===== config.mk =====
export PLATFORM = sky130hd
export DESIGN_NAME = first_fit_block_allocator
export DESIGN_NICKNAME = d
export VERILOG_FILES = /design/src/rtl/ffa_pkg.sv /design/src/rtl/ffa_ram.sv /design/src/rtl/ffa_round.sv /design/src/rtl/ffa_ctrl.sv /design/src/rtl/first_fit_block_allocator.sv
export SDC_FILE = /design/constraint.sdc
export NUM_CORES = 2
export LEC_CHECK = 0
export BUFFER_PORTS_ARGS = -buffer_cell sky130_fd_sc_hd__buf_2
export CORE_UTILIZATION = 60
export CTS_BUF_LIST = sky130_fd_sc_hd__clkbuf_8
export CTS_CLUSTER_DIAMETER = 150
export CTS_CLUSTER_SIZE = 14
export DETAILED_ROUTE_END_ITERATION = 10
export GPL_ROUTABILITY_DRIVEN = 0
export PLACE_DENSITY = 0.77
export RECOVER_POWER = 50
export SLEW_MARGIN = 10
export SYNTH_ARGS = -nofsm -noshare
export SYNTH_HDL_FRONTEND = slang
export SYNTH_SLANG_ARGS = --single-unit

===== constraint.sdc =====
create_clock -name clk -period 12 [get_ports clk]
set_clock_uncertainty 0.05 [all_clocks]
set_input_delay 2.4 -clock clk [delete_from_list [all_inputs] [get_ports clk]]
set_output_delay 2.4 -clock clk [all_outputs]
set_load 0.02 [all_outputs]

===== src/rtl/ffa_pkg.sv =====
// ffa_pkg: shared types, codes and constants of the first-fit block allocator.
// No dependencies.
`timescale 1ns / 1ps

package ffa_pkg;

    localparam int ADDR_W   = 32;
    localparam int SIZE_W   = 24;
    localparam int STATUS_W = 2;
    localparam int CFG_IDX_W = 2;

    localparam logic [STATUS_W-1:0] STATUS_OK      = 2'd0;
    localparam logic [STATUS_W-1:0] STATUS_NO_MEM  = 2'd1;
    localparam logic [STATUS_W-1:0] STATUS_UNKNOWN = 2'd2;

    localparam logic CMD_ALLOC = 1'b0;
    localparam logic CMD_FREE  = 1'b1;

    localparam logic [CFG_IDX_W-1:0] CFG_HEAP_BASE  = 2'd0;
    localparam logic [CFG_IDX_W-1:0] CFG_HEAP_LIMIT = 2'd1;

    localparam logic [ADDR_W-1:0] HEAP_BASE_RESET  = 32'd0;
    localparam logic [ADDR_W-1:0] HEAP_LIMIT_RESET = 32'd65536;

    typedef enum logic [1:0] {
        ST_IDLE,
        ST_SCAN,
        ST_APPEND
    } state_t;

    typedef struct packed {
        logic              used;
        logic [SIZE_W-1:0] size;
        logic [ADDR_W-1:0] base;
    } entry_t;

    typedef struct packed {
        logic            done;
        logic [SIZE_W:0] need;
    } round_t;

endpackage


===== src/rtl/ffa_ram.sv =====
// ffa_ram: generic single-write, single-read synchronous RAM, registered read.
// No dependencies.
`timescale 1ns / 1ps

module ffa_ram #(
    parameter int WIDTH = 8,
    parameter int DEPTH = 64
) (
    input  logic                     clk,
    input  logic                     wr_en,
    input  logic [$clog2(DEPTH)-1:0] wr_addr,
    input  logic [WIDTH-1:0]         wr_data,
    input  logic                     rd_en,
    input  logic [$clog2(DEPTH)-1:0] rd_addr,
    output logic [WIDTH-1:0]         rd_data
);

    logic [WIDTH-1:0] mem [DEPTH];
    logic [WIDTH-1:0] rd_data_reg;

    always_ff @(posedge clk)
    begin
        if (wr_en)
        begin
            mem[wr_addr] <= wr_data;
        end
        if (rd_en)
        begin
            rd_data_reg <= mem[rd_addr];
        end
    end

    assign rd_data = rd_data_reg;

endmodule


===== src/rtl/ffa_round.sv =====
// ffa_round: rounds a request size up to a multiple of the word size with a
// reciprocal multiply, result registered. Depends on ffa_pkg.
`timescale 1ns / 1ps

module ffa_round #(
    parameter int WORD_BYTES = 8
) (
    input  logic                        clk,
    input  logic                        rst_n,
    input  logic                        go,
    input  logic [ffa_pkg::SIZE_W-1:0]  value,
    output ffa_pkg::round_t             result
);

    localparam int SUM_W   = ffa_pkg::SIZE_W + 1;
    localparam int SHIFT   = SUM_W + $clog2(WORD_BYTES);
    localparam int RECIP_W = SUM_W + 2;
    localparam int PROD_W  = SUM_W + RECIP_W;
    localparam int SCALE_W = SUM_W + 5;
    localparam int CNT_W   = 2;

    localparam logic [RECIP_W-1:0] RECIP =
        RECIP_W'(((64'd1 << SHIFT) + 64'(WORD_BYTES) - 64'd1) / 64'(WORD_BYTES));
    localparam logic [CNT_W-1:0] STEPS = 2'd2;

    logic [CNT_W-1:0]   cnt_reg, cnt_next;
    logic [SUM_W-1:0]   sum_reg, sum_next;
    logic [SUM_W-1:0]   quot_reg, quot_next;
    logic [SUM_W-1:0]   need_reg, need_next;
    logic [PROD_W-1:0]  prod;
    logic [SCALE_W-1:0] scaled;

    always_ff @(posedge clk or negedge rst_n)
    begin
        if (!rst_n)
        begin
            cnt_reg <= '0;
        end
        else
        begin
            cnt_reg <= cnt_next;
        end
    end

    always_ff @(posedge clk)
    begin
        sum_reg  <= sum_next;
        quot_reg <= quot_next;
        need_reg <= need_next;
    end

    // quotient of (size + word - 1) / word, then scaled back up
    assign prod   = PROD_W'(sum_reg) * PROD_W'(RECIP);
    assign scaled = SCALE_W'(quot_reg) * SCALE_W'(WORD_BYTES);

    always_comb
    begin
        cnt_next  = cnt_reg;
        sum_next  = sum_reg;
        quot_next = SUM_W'(prod >> SHIFT);
        need_next = scaled[SUM_W-1:0];
        if (go)
        begin
            cnt_next = STEPS;
            sum_next = SUM_W'(value) + SUM_W'(WORD_BYTES - 1);
        end
        else if (cnt_reg != '0)
        begin
            cnt_next = cnt_reg - 1'b1;
        end
    end

    assign result.done = (cnt_reg == '0);
    assign result.need = need_reg;

endmodule


===== src/rtl/ffa_ctrl.sv =====
// ffa_ctrl: request sequencer; scans the block table in RAM, updates entries,
// appends blocks and forms results. Depends on ffa_pkg.
`timescale 1ns / 1ps

module ffa_ctrl #(
    parameter int MAX_BLOCKS   = 64,
    parameter int HEADER_BYTES = 24
) (
    input  logic                          clk,
    input  logic                          rst_n,
    input  logic                          start,
    input  logic                          command,
    input  logic [ffa_pkg::SIZE_W-1:0]    size_bytes,
    input  logic [ffa_pkg::ADDR_W-1:0]    address,
    input  logic [ffa_pkg::ADDR_W-1:0]    heap_base,
    input  logic [ffa_pkg::ADDR_W-1:0]    heap_limit,
    input  ffa_pkg::round_t               round,
    input  ffa_pkg::entry_t               rd_data,
    output logic                          rd_en,
    output logic [$clog2(MAX_BLOCKS)-1:0] rd_addr,
    output logic                          wr_en,
    output logic [$clog2(MAX_BLOCKS)-1:0] wr_addr,
    output ffa_pkg::entry_t               wr_data,
    output logic                          busy,
    output logic                          done,
    output logic [ffa_pkg::ADDR_W-1:0]    data_address,
    output logic [ffa_pkg::STATUS_W-1:0]  status,
    output logic                          all_free
);

    localparam int IDX_W = $clog2(MAX_BLOCKS);
    localparam int CNT_W = $clog2(MAX_BLOCKS + 1);
    localparam int SUM_W = ffa_pkg::ADDR_W + 2;
    localparam logic [ffa_pkg::ADDR_W-1:0] HDR = ffa_pkg::ADDR_W'(HEADER_BYTES);

    ffa_pkg::state_t state_reg, state_next;

    logic                         cmd_reg, cmd_next;
    logic [ffa_pkg::SIZE_W-1:0]   size_reg, size_next;
    logic [ffa_pkg::ADDR_W-1:0]   target_reg, target_next;
    logic [CNT_W-1:0]             issue_reg, issue_next;
    logic [CNT_W-1:0]             check_reg, check_next;
    logic                         chk_valid_reg, chk_valid_next;
    logic [CNT_W-1:0]             count_reg, count_next;
    logic [CNT_W-1:0]             used_cnt_reg, used_cnt_next;
    logic [ffa_pkg::ADDR_W-1:0]   top_reg, top_next;
    logic                         done_reg, done_next;
    logic [ffa_pkg::ADDR_W-1:0]   daddr_reg, daddr_next;
    logic [ffa_pkg::STATUS_W-1:0] status_reg, status_next;

    logic                         accept;
    logic                         hit;
    logic                         scan_end;
    logic                         no_fit;
    logic [SUM_W-1:0]             grow_end;
    logic [ffa_pkg::ADDR_W-1:0]   new_base;

    assign accept = start && (state_reg == ffa_pkg::ST_IDLE);

    assign hit = chk_valid_reg &&
                 (((cmd_reg == ffa_pkg::CMD_ALLOC) && !rd_data.used &&
                   (rd_data.size >= size_reg)) ||
                  ((cmd_reg == ffa_pkg::CMD_FREE) && (rd_data.base == target_reg)));

    assign scan_end = !chk_valid_reg && (issue_reg == count_reg);

    assign grow_end = SUM_W'(top_reg) + SUM_W'(round.need) + SUM_W'(HDR);
    assign new_base = heap_base + top_reg;
    assign no_fit   = round.need[ffa_pkg::SIZE_W] ||
                      (count_reg == CNT_W'(MAX_BLOCKS)) ||
                      (grow_end > SUM_W'(heap_limit));

    always_ff @(posedge clk or negedge rst_n)
    begin
        if (!rst_n)
        begin
            state_reg     <= ffa_pkg::ST_IDLE;
            issue_reg     <= '0;
            check_reg     <= '0;
            chk_valid_reg <= 1'b0;
            count_reg     <= '0;
            used_cnt_reg  <= '0;
            top_reg       <= '0;
            done_reg      <= 1'b0;
        end
        else
        begin
            state_reg     <= state_next;
            issue_reg     <= issue_next;
            check_reg     <= check_next;
            chk_valid_reg <= chk_valid_next;
            count_reg     <= count_next;
            used_cnt_reg  <= used_cnt_next;
            top_reg       <= top_next;
            done_reg      <= done_next;
        end
    end

    always_ff @(posedge clk)
    begin
        cmd_reg    <= cmd_next;
        size_reg   <= size_next;
        target_reg <= target_next;
        daddr_reg  <= daddr_next;
        status_reg <= status_next;
    end

    always_comb
    begin
        state_next = state_reg;
        case (state_reg)
            ffa_pkg::ST_IDLE:
            begin
                if (accept)
                begin
                    state_next = ffa_pkg::ST_SCAN;
                end
            end
            ffa_pkg::ST_SCAN:
            begin
                if (hit)
                begin
                    state_next = ffa_pkg::ST_IDLE;
                end
                else if (scan_end)
                begin
                    state_next = (cmd_reg == ffa_pkg::CMD_ALLOC) ?
                                 ffa_pkg::ST_APPEND : ffa_pkg::ST_IDLE;
                end
            end
            ffa_pkg::ST_APPEND:
            begin
                if (round.done)
                begin
                    state_next = ffa_pkg::ST_IDLE;
                end
            end
            default:
            begin
                state_next = ffa_pkg::ST_IDLE;
            end
        endcase
    end

    always_comb
    begin
        cmd_next       = cmd_reg;
        size_next      = size_reg;
        target_next    = target_reg;
        issue_next     = issue_reg;
        check_next     = check_reg;
        chk_valid_next = 1'b0;
        count_next     = count_reg;
        used_cnt_next  = used_cnt_reg;
        top_next       = top_reg;
        done_next      = 1'b0;
        daddr_next     = daddr_reg;
        status_next    = status_reg;
        rd_en          = 1'b0;
        rd_addr        = issue_reg[IDX_W-1:0];
        wr_en          = 1'b0;
        wr_addr        = check_reg[IDX_W-1:0];
        wr_data        = rd_data;
        case (state_reg)
            ffa_pkg::ST_IDLE:
            begin
                if (accept)
                begin
                    cmd_next    = command;
                    size_next   = size_bytes;
                    target_next = address - HDR;
                    issue_next  = '0;
                    check_next  = '0;
                end
            end
            ffa_pkg::ST_SCAN:
            begin
                if (!hit && (issue_reg != count_reg))
                begin
                    rd_en          = 1'b1;
                    issue_next     = issue_reg + 1'b1;
                    chk_valid_next = 1'b1;
                end
                if (chk_valid_reg)
                begin
                    check_next = check_reg + 1'b1;
                end
                if (hit)
                begin
                    wr_en      = 1'b1;
                    wr_data.used = (cmd_reg == ffa_pkg::CMD_ALLOC);
                    done_next  = 1'b1;
                    status_next = ffa_pkg::STATUS_OK;
                    if (cmd_reg == ffa_pkg::CMD_ALLOC)
                    begin
                        daddr_next    = rd_data.base + HDR;
                        used_cnt_next = used_cnt_reg + 1'b1;
                    end
                    else
                    begin
                        daddr_next = '0;
                        if (rd_data.used)
                        begin
                            used_cnt_next = used_cnt_reg - 1'b1;
                        end
                    end
                end
                else if (scan_end && (cmd_reg == ffa_pkg::CMD_FREE))
                begin
                    done_next   = 1'b1;
                    daddr_next  = '0;
                    status_next = ffa_pkg::STATUS_UNKNOWN;
                end
            end
            ffa_pkg::ST_APPEND:
            begin
                if (round.done)
                begin
                    done_next = 1'b1;
                    if (no_fit)
                    begin
                        daddr_next  = '0;
                        status_next = ffa_pkg::STATUS_NO_MEM;
                    end
                    else
                    begin
                        wr_en         = 1'b1;
                        wr_addr       = count_reg[IDX_W-1:0];
                        wr_data.used  = 1'b1;
                        wr_data.size  = round.need[ffa_pkg::SIZE_W-1:0];
                        wr_data.base  = new_base;
                        count_next    = count_reg + 1'b1;
                        used_cnt_next = used_cnt_reg + 1'b1;
                        top_next      = grow_end[ffa_pkg::ADDR_W-1:0];
                        daddr_next    = new_base + HDR;
                        status_next   = ffa_pkg::STATUS_OK;
                    end
                end
            end
            default:
            begin
            end
        endcase
    end

    assign busy         = (state_reg != ffa_pkg::ST_IDLE);
    assign done         = done_reg;
    assign data_address = daddr_reg;
    assign status       = status_reg;
    assign all_free     = (used_cnt_reg == '0);

endmodule


===== src/rtl/first_fit_block_allocator.sv =====
// first_fit_block_allocator: top level with configuration registers, table RAM,
// size rounding unit and request sequencer. Depends on ffa_pkg, ffa_ram,
// ffa_round and ffa_ctrl.
//
// Usage:
//   A request is taken at a rising edge with start high and busy low. command
//   selects allocate (size_bytes) or free (address). busy stays high until the
//   request is complete; exactly one result follows on data_address, status
//   and all_free, valid for the single cycle in which done is high. The
//   receiver cannot stall; the result must be taken in that cycle.
//   The table is scanned one entry per cycle from the table RAM (one read
//   port, registered read). A hit raises done and ends the request. A free
//   that matches nothing ends once every entry has been read. An allocate with
//   no fitting free block, appended or refused, then waits in the append state
//   until the rounding unit is done. One request at a time: a new request is
//   taken only once busy is low.
//   Configuration writes (write_enable, write_index, write_data) take effect
//   at the edge; index 0 is heap_base, index 1 is heap_limit, others ignored.
//   Reset empties the table, sets the heap top to zero, heap_base to 0 and
//   heap_limit to 65536; no clearing pass is needed.
`timescale 1ns / 1ps

module first_fit_block_allocator #(
    parameter int MAX_BLOCKS   = 64,
    parameter int WORD_BYTES   = 8,
    parameter int HEADER_BYTES = 24
) (
    input  logic                             clk,
    input  logic                             rst_n,
    input  logic                             start,
    output logic                             busy,
    input  logic                             command,
    input  logic [ffa_pkg::SIZE_W-1:0]       size_bytes,
    input  logic [ffa_pkg::ADDR_W-1:0]       address,
    output logic                             done,
    output logic [ffa_pkg::ADDR_W-1:0]       data_address,
    output logic [ffa_pkg::STATUS_W-1:0]     status,
    output logic                             all_free,
    input  logic                             write_enable,
    input  logic [ffa_pkg::CFG_IDX_W-1:0]    write_index,
    input  logic [ffa_pkg::ADDR_W-1:0]       write_data
);

    localparam int IDX_W = $clog2(MAX_BLOCKS);

    logic [ffa_pkg::ADDR_W-1:0] heap_base_reg, heap_base_next;
    logic [ffa_pkg::ADDR_W-1:0] heap_limit_reg, heap_limit_next;

    ffa_pkg::round_t round;
    ffa_pkg::entry_t rd_data;
    ffa_pkg::entry_t wr_data;
    logic            rd_en;
    logic            wr_en;
    logic [IDX_W-1:0] rd_addr;
    logic [IDX_W-1:0] wr_addr;

    always_ff @(posedge clk or negedge rst_n)
    begin
        if (!rst_n)
        begin
            heap_base_reg  <= ffa_pkg::HEAP_BASE_RESET;
            heap_limit_reg <= ffa_pkg::HEAP_LIMIT_RESET;
        end
        else
        begin
            heap_base_reg  <= heap_base_next;
            heap_limit_reg <= heap_limit_next;
        end
    end

    always_comb
    begin
        heap_base_next  = heap_base_reg;
        heap_limit_next = heap_limit_reg;
        if (write_enable)
        begin
            case (write_index)
                ffa_pkg::CFG_HEAP_BASE:  heap_base_next  = write_data;
                ffa_pkg::CFG_HEAP_LIMIT: heap_limit_next = write_data;
                default:
                begin
                end
            endcase
        end
    end

    ffa_ram #(
        .WIDTH ($bits(ffa_pkg::entry_t)),
        .DEPTH (MAX_BLOCKS)
    ) u_table (
        .clk     (clk),
        .wr_en   (wr_en),
        .wr_addr (wr_addr),
        .wr_data (wr_data),
        .rd_en   (rd_en),
        .rd_addr (rd_addr),
        .rd_data (rd_data)
    );

    ffa_round #(
        .WORD_BYTES (WORD_BYTES)
    ) u_round (
        .clk    (clk),
        .rst_n  (rst_n),
        .go     (start && !busy),
        .value  (size_bytes),
        .result (round)
    );

    ffa_ctrl #(
        .MAX_BLOCKS   (MAX_BLOCKS),
        .HEADER_BYTES (HEADER_BYTES)
    ) u_ctrl (
        .clk          (clk),
        .rst_n        (rst_n),
        .start        (start),
        .command      (command),
        .size_bytes   (size_bytes),
        .address      (address),
        .heap_base    (heap_base_reg),
        .heap_limit   (heap_limit_reg),
        .round        (round),
        .rd_data      (rd_data),
        .rd_en        (rd_en),
        .rd_addr      (rd_addr),
        .wr_en        (wr_en),
        .wr_addr      (wr_addr),
        .wr_data      (wr_data),
        .busy         (busy),
        .done         (done),
        .data_address (data_address),
        .status       (status),
        .all_free     (all_free)
    );

`ifndef SYNTHESIS
    a_accept_busy: assert property (@(posedge clk) disable iff (!rst_n)
        (start && !busy) |=> busy)
        else $error("accepted request did not raise busy");

    a_done_after_busy: assert property (@(posedge clk) disable iff (!rst_n)
        done |-> ($past(busy) && !busy))
        else $error("result strobe without a request in flight");

    a_status_code: assert property (@(posedge clk) disable iff (!rst_n)
        done |-> (status == ffa_pkg::STATUS_OK || status == ffa_pkg::STATUS_NO_MEM ||
                  status == ffa_pkg::STATUS_UNKNOWN))
        else $error("undefined status code");

    a_fail_zero_addr: assert property (@(posedge clk) disable iff (!rst_n)
        (done && (status != ffa_pkg::STATUS_OK)) |-> (data_address == '0))
        else $error("failed request returned an address");
`endif

endmodule


### Word level (Yosys, flattened, before mapping)

Memory sizes are Yosys's and may differ from the RTL's. A register that Yosys moved wholly into a read port is not among the register bits.
Index checks and enable logic that the tools add are counted.

* memories kept: 1
* input bits: 95
* output and inout bits: 37
* logic and storage cells: 137
* memory bits (writable): 3648
* register bits: 290

* equal/unequal tests: 16
* order comparisons: 2
* bitwise operators: 2
* muxes and demuxes: 50
* add/subtract/negate cells: 13
* reductions and logical operators: 34

Memory list
* u_table.mem: depth 64, width 57, rd ports 1, clocked after Yosys merged registers in 1, write ports 1, RTL line ffa_ram.sv:18 `logic [WIDTH-1:0] mem [DEPTH];`

Operators with widths (number)
* 2-to-1 mux 32 bit: 5
* 2-to-1 mux 57 bit: 2
* adder 32 x 5 -> 32 bit (second input constant): 2
* one-hot mux 32 bit (2 select lines): 1
* 2-to-1 mux 56 bit: 1
* 2-to-1 mux 7 bit: 8
* one-hot mux 7 bit (2 select lines): 3
* adder 34 x 5 -> 34 bit (second input constant): 1
* greater-than comparator 34 x 32 -> 1 bit: 1
* adder 32 x 25 -> 33 bit: 1
* adder 32 bit: 1
* == test 32 bit: 1
* subtractor 32 x 5 -> 32 bit (second input constant): 1
* adder 7 x 1 -> 7 bit (second input constant): 4
* adder 24 x 3 -> 25 bit (second input constant): 1
* greater-or-equal comparator 24 bit: 1
* 2-to-1 mux 2 bit: 10
* 2-to-1 mux 6 bit: 3
* AND reduction 3 bit: 5
* 2-to-1 mux 1 bit: 12
* nonzero test 2 bit: 5
* logical AND 1 bit: 9
* != test 2 x 1 -> 1 bit (second input constant): 4
* == test 7 bit: 1
* other kinds (19): 34

### Logic depth before layout (Yosys ltp)

* depth after elaboration: 9
* depth in mapped cells: 25

### By module

A second synthesis with hierarchy kept.

* cell total of the unflattened synthesis: 7501
* area, all modules: 158260.5 µm²

By module, submodules not included
* ffa_ram: cells each 5760, instances 1, area each 140095.6 µm²
* ffa_ctrl: cells each 1469, instances 1, area each 13661.9 µm²
* first_fit_block_allocator: cells each 137, instances 1, area each 2423.6 µm²
* ffa_round: cells each 135, instances 1, area each 2079.5 µm²

### Worst setup path after synthesis

OpenSTA, ideal clock, no wires.

* kind: flip-flop to flip-flop
* from: register u_ctrl.top_reg[3] (netlist name)
* to: memory u_table.mem[22][0] (netlist name), enable pin
* path slack: 2.116 ns
* arrival: 9.274 ns
* period minus slack after synthesis: 9.884 ns
* stages on the path, launching flop included: 25
* library setup time: 0.560 ns
* path through: dfrtp_1 -> ha_1 -> fa_1 -> a21o_1 -> a221oi_1 -> xnor2_1 -> nor3b_1 -> and4bb_2 -> nand4_1 -> nor4_1 -> nand2_1 -> xor2_1 -> ha_1 -> nand4_1 -> nor2_1 -> inv_1 -> or3_1 -> nand4b_1 -> a221o_1 -> o2bb2ai_1 -> a311oi_1 -> buf_2 -> buf_6 -> buf_6 -> o32ai_1

* cells in the longest elaborated chain, start to end: 9

Ends and longest elaborated chain
* start: declaration: RTL line ffa_ctrl.sv:46 `logic [ffa_pkg::ADDR_W-1:0] top_reg, top_next;`
* start signal: assignment: RTL line ffa_ctrl.sv:94 `top_reg <= top_next;`
* adder 32 x 25 -> 33 bit *: RTL line ffa_ctrl.sv:67 `assign grow_end = SUM_W'(top_reg) + SUM_W'(round.need) + SUM_W'(HDR);`
* adder 34 x 5 -> 34 bit *: RTL line ffa_ctrl.sv:67
* named net u_ctrl.grow_end[27]: RTL line ffa_ctrl.sv:55 `logic [SUM_W-1:0] grow_end;`
* greater-than comparator 34 x 32 -> 1 bit *: RTL line ffa_ctrl.sv:71 `(grow_end > SUM_W'(heap_limit));`
* logical OR 1 bit *: RTL line ffa_ctrl.sv:70 `(count_reg == CNT_W'(MAX_BLOCKS)) ||`
* 2-to-1 mux 1 bit: RTL line ffa_ctrl.sv:220 `if (no_fit)`
* 2-to-1 mux 1 bit: RTL line ffa_ctrl.sv:217 `if (round.done)`
* one-hot mux 1 bit (2 select lines): RTL line ffa_ctrl.sv:164 `case (state_reg)`
* 2-to-1 mux 1 bit: RTL line ffa_ram.sv:23 `if (wr_en)`
* 2-to-1 mux 1 bit (not written as such): RTL line ffa_ram.sv:25 `mem[wr_addr] <= wr_data;`
* end: declaration: RTL line ffa_ram.sv:18

Mark *: on every way through the listed nets, which the timed path passes. The rest lies on a longest branch.

### Final worst setup path

* from: register u_ctrl.issue_reg[1]
* to: register u_table.rd_data_reg[19], in the netlist u_table.rd_data[19] (read register of u_table.mem), enable pin

* cells in the longest elaborated chain, start to end: 4

Ends and longest elaborated chain
* start: declaration: RTL line ffa_ctrl.sv:41 `logic [CNT_W-1:0] issue_reg, issue_next;`
* start signal: assignment: RTL line ffa_ctrl.sv:89 `issue_reg <= issue_next;`
* != test 7 bit: RTL line ffa_ctrl.sv:178 `if (!hit && (issue_reg != count_reg))`
* logical AND 1 bit: RTL line ffa_ctrl.sv:178
* 2-to-1 mux 1 bit: RTL line ffa_ctrl.sv:178
* 2-to-1 mux 1 bit: RTL line ffa_ctrl.sv:164
* named net rd_en: RTL line first_fit_block_allocator.sv:52 `logic rd_en;`
* end: declaration: RTL line ffa_ram.sv:19 `logic [WIDTH-1:0] rd_data_reg;`

The timed path passes the listed nets, and every way through them passes these cells.
A chain may end at the register's enable or synchronous reset.

==> results by group <==
STA
  • Final Max Slew Viols: 3789
  • Setup TNS Final: 0 ps
  • Final WS setup: 1340 ps
  • Final Hold Viols: 0
  • Period utilization: 88.8%
  • Final hold slack: 298 ps
  • Final Setup Violations: 0
  • Max_slew headroom: -391%
  • Worst-Margin Slew: 7370 ps
  • Unrepaired setup endpoints after global routing: false
  • Period minus WS final: 10660 ps
  • F_max: 93.9 MHz

Synth
  • Post-synth EDFFs: 3818
  • Synth Cell Area: 159000 um2
  • Post-synth top area cell: edfxtp_1
  • Sequential share of the synthesized area: 74.8%
  • Yosys cell types: 96
  • Post-Syn Instances: 7159
  • Mux share of post-synthesis cell area: 18.0%
  • Synth Area in Simple Gates: 2.09%
  • Asr flop ratio synth: 3.16%
  • Post-synthesis adder-cell area fraction: 0.956%
  • Main synth FF type: edfxtp_1
  • FF+latch count, synth: 3988
  • Syn Area/Cell: 22.1 um2
  • Top cells by area, synth: edfxtp_1 (72%), mux4_2 (17%), dfrtp_1 (2.0%)
  • Syn_nets: 7374
  • Compound-Gate Fraction of Synth Area: 1.75%
  • Largest family of logic cells by synthesized area: multiplexers
  • XOR/XNOR share of the synthesized area: 1.24%
  • Synth top area share: 72.3%
  • Synth warn: 0

Setup path
  • Worst path max stage delay: 5270 ps
  • Max stage delay cell, worst path: clkbuf_1
  • WP buf/inv: 2
  • Kind of critical path: flop to flop
  • Crit. End Element: flop
  • Critical path, cell by cell: clkbuf_1 -> xor2_1 -> nor4_1 -> nor2_1 -> buf_4
  • Worst Path Arrival: 11250 ps
  • WP data required: 12600 ps
  • CP Launch Type: flop
  • Top Family by Delay on Critical Path: buffers and inverters
  • Maximum fanout along the worst path: 110

Finish
  • Area Growth Syn to Fin: 6.93%
  • Max reg flops: 3648
  • Fin util: 64.6%
  • Design area: 170000 um2
  • Share of cells above drive strength 1: 26.6%
  • Fin nets: 7714

Die
  • Ports: 132
  • Initial Util: 60.4%
  • Die Ht: 516 um
  • Full die area: 266000 um2
  • Chip Width: 516 um
  • Site row count: 188
  • Core Region: 263000 um2

Routing
  • Via density: 7.26
  • Initial DRC Count: 13800
  • Drt total wl: 428000 um
  • Detailed-route via count: 80500
  • Antenna Nets Post-Route: 0
  • Wire length per cell: 38.6 um
  • First-pass detailed-route iteration total: 8
  • # DRC: 0

Global route
  • Total congestion overflow: 0
  • Pin count of the biggest net entering global routing: 151
  • Vias in the first global route: 78600
  • GRT Total Usage: 32.3%
  • Initial antenna violation count: 25
  • First-pass GRT wire length: 595000 um

Clocking
  • H-tree depth: 5
  • CTS tree: done
  • CTS Buf Count: 327
  • Number of clock sinks: 3988
  • Setup bufs post-CTS: 0
  • Clock Tree Root: clkbuf_8
  • # resized after CTS: 0
  • Clock buffer depth: 4
  • CTS clk-pin slew, worst paths: 100 ps
  • Clk_lat worst skew: 1060 ps
  • CTS Hold Bufs: 0

Pwr
  • PD cells: 211 nW/um2
  • VDD IR-drop max: 186 uV
  • P_leak: 51.6 nW

Run status
  • Status: finished, violations left
  • Failing checks: max-capacitance violations, max-slew violations

Run
  • Max-Cap Viols: 82

Placed design
  • Dpl cell area: 166000 um2
  • Worst slack at placement: 3380 ps
  • Detailed Place HPWL: 253000 um
  • Port Buffers: 131

Hold path
  • Hold Path Class: flop to flop
## synth_stat cells (14+ instances only)
| master | count |
|---|---|
| a211oi_1 | 14 |
| a21o_1 | 35 |
| a21oi_1 | 80 |
| and2_1 | 16 |
| and3_1 | 29 |
| buf_1 | 100 |
| buf_2 | 29 |
| clkbuf_1 | 226 |
| dfrtp_1 | 125 |
| dfxtp_1 | 44 |
| edfxtp_1 | 3818 |
| ha_1 | 118 |
| inv_1 | 100 |
| mux2_2 | 128 |
| mux4_2 | 1197 |
| nand2_1 | 151 |
| nand2b_1 | 23 |
| nand3_1 | 95 |
| nand4_1 | 44 |
| nor2_1 | 99 |
| nor2b_1 | 18 |
| nor3_1 | 48 |
| nor4_1 | 22 |
| o21ai_0 | 49 |
| o22ai_1 | 31 |
| o31ai_1 | 37 |
| o32ai_1 | 32 |
| or3_1 | 18 |
| xnor2_1 | 103 |
| xor2_1 | 121 |
## final cells by class
type	count	area, um2
flip-flops and latches	3988	119000
multi-input cells	2707	38900
repair buffers	374	2210
fillers	16500	93000
diodes	5	12.5
clock inverters	65	398
inverters	101	380
clock buffers	332	4570
well taps	3515	4400
## worst paths after layout
path                                      from                    to  slack [ps]  cells past startpoint
max                        u_ctrl.issue_reg[1]   u_table.rd_data[19]        1340                      5
min                        u_round.sum_reg[23]  u_round.quot_reg[20]         300                      0
max reg2reg                u_ctrl.issue_reg[1]   u_table.rd_data[19]        1340                      5
min reg2reg                u_round.sum_reg[23]  u_round.quot_reg[20]         300                      0
max in group asynchronous                rst_n     heap_base_reg[24]        4590                      2
min in group asynchronous                rst_n   u_ctrl.check_reg[5]        2600                      1
## per-stage QoR
| step | power [mW] | cells |
|---|---|---|
| floorplan | 24.6 | 7159 |
| detailed placement | 28.8 | 10700 |
| global placement | 28.5 | 10700 |
| CTS | 35.4 | 11100 |
| global route | 36.7 | 11100 |
| finish | 35.8 | 11100 |
## placed cells by master (no fill, tap or decap), drive strengths merged, types with 13 or more instances in the layout
| cell type | synthesis | layout |
|---|---|---|
| nand4 | 44 | 44 |
| and2 | 16 | 16 |
| edfxtp | 3818 | 3818 |
| o211ai | 13 | 13 |
| a21oi | 81 | 81 |
| nor2 | 99 | 99 |
| nor3 | 49 | 49 |
| dfrtp | 125 | 125 |
| o21ai | 57 | 57 |
| mux2 | 128 | 128 |
| a211oi | 15 | 15 |
| nor4 | 24 | 24 |
| nand2b | 23 | 23 |
| xor2 | 121 | 121 |
| ha | 118 | 118 |
| xnor2 | 103 | 103 |
| nor2b | 18 | 18 |
| nand3 | 95 | 95 |
| o32ai | 33 | 33 |
| o31ai | 37 | 37 |
| buf | 137 | 231 |
| or3 | 18 | 18 |
| nand2 | 152 | 152 |
| and3 | 30 | 30 |
| dfxtp | 44 | 44 |
| o22ai | 31 | 31 |
| mux4 | 1197 | 1197 |
| a21o | 35 | 35 |
| clkbuf | 226 | 475 |
| inv | 100 | 153 |
## logic make-up after synthesis
logic type | Yosys count
xor+xnor | 224
compound gates | 398
fa+ha+maj | 120
simple gates | 631
buf+inv | 464
flops | 3988
mux | 1334
## where the power goes
group | leakage, nW | switching [mW] | internal (mW)
Combinational | 12.6 | 6.75 | 3.61
Clock | 2.70 | 4.26 | 2.55
Sequential | 36.3 | 0.616 | 18.0
Total | 51.6 | 11.6 | 24.1
## layer usage
layer | part of all wire, % | track usage (%)
met1 | 35 | 44.6
met2 | 46 | 48.5
met3 | 14 | 8.65
met4 | 6.2 | 15.8
met5 | 0.025 | 0.0541
## worst register-to-register path, stage by stage, from the launching register on
cell	delay, ps
dfrtp_1	2150
clkbuf_1	5280
xor2_1	240
nor4_1	210
nor2_1	1440
buf_4	810
No activity file was read; power rests on OpenSTA's default activity.
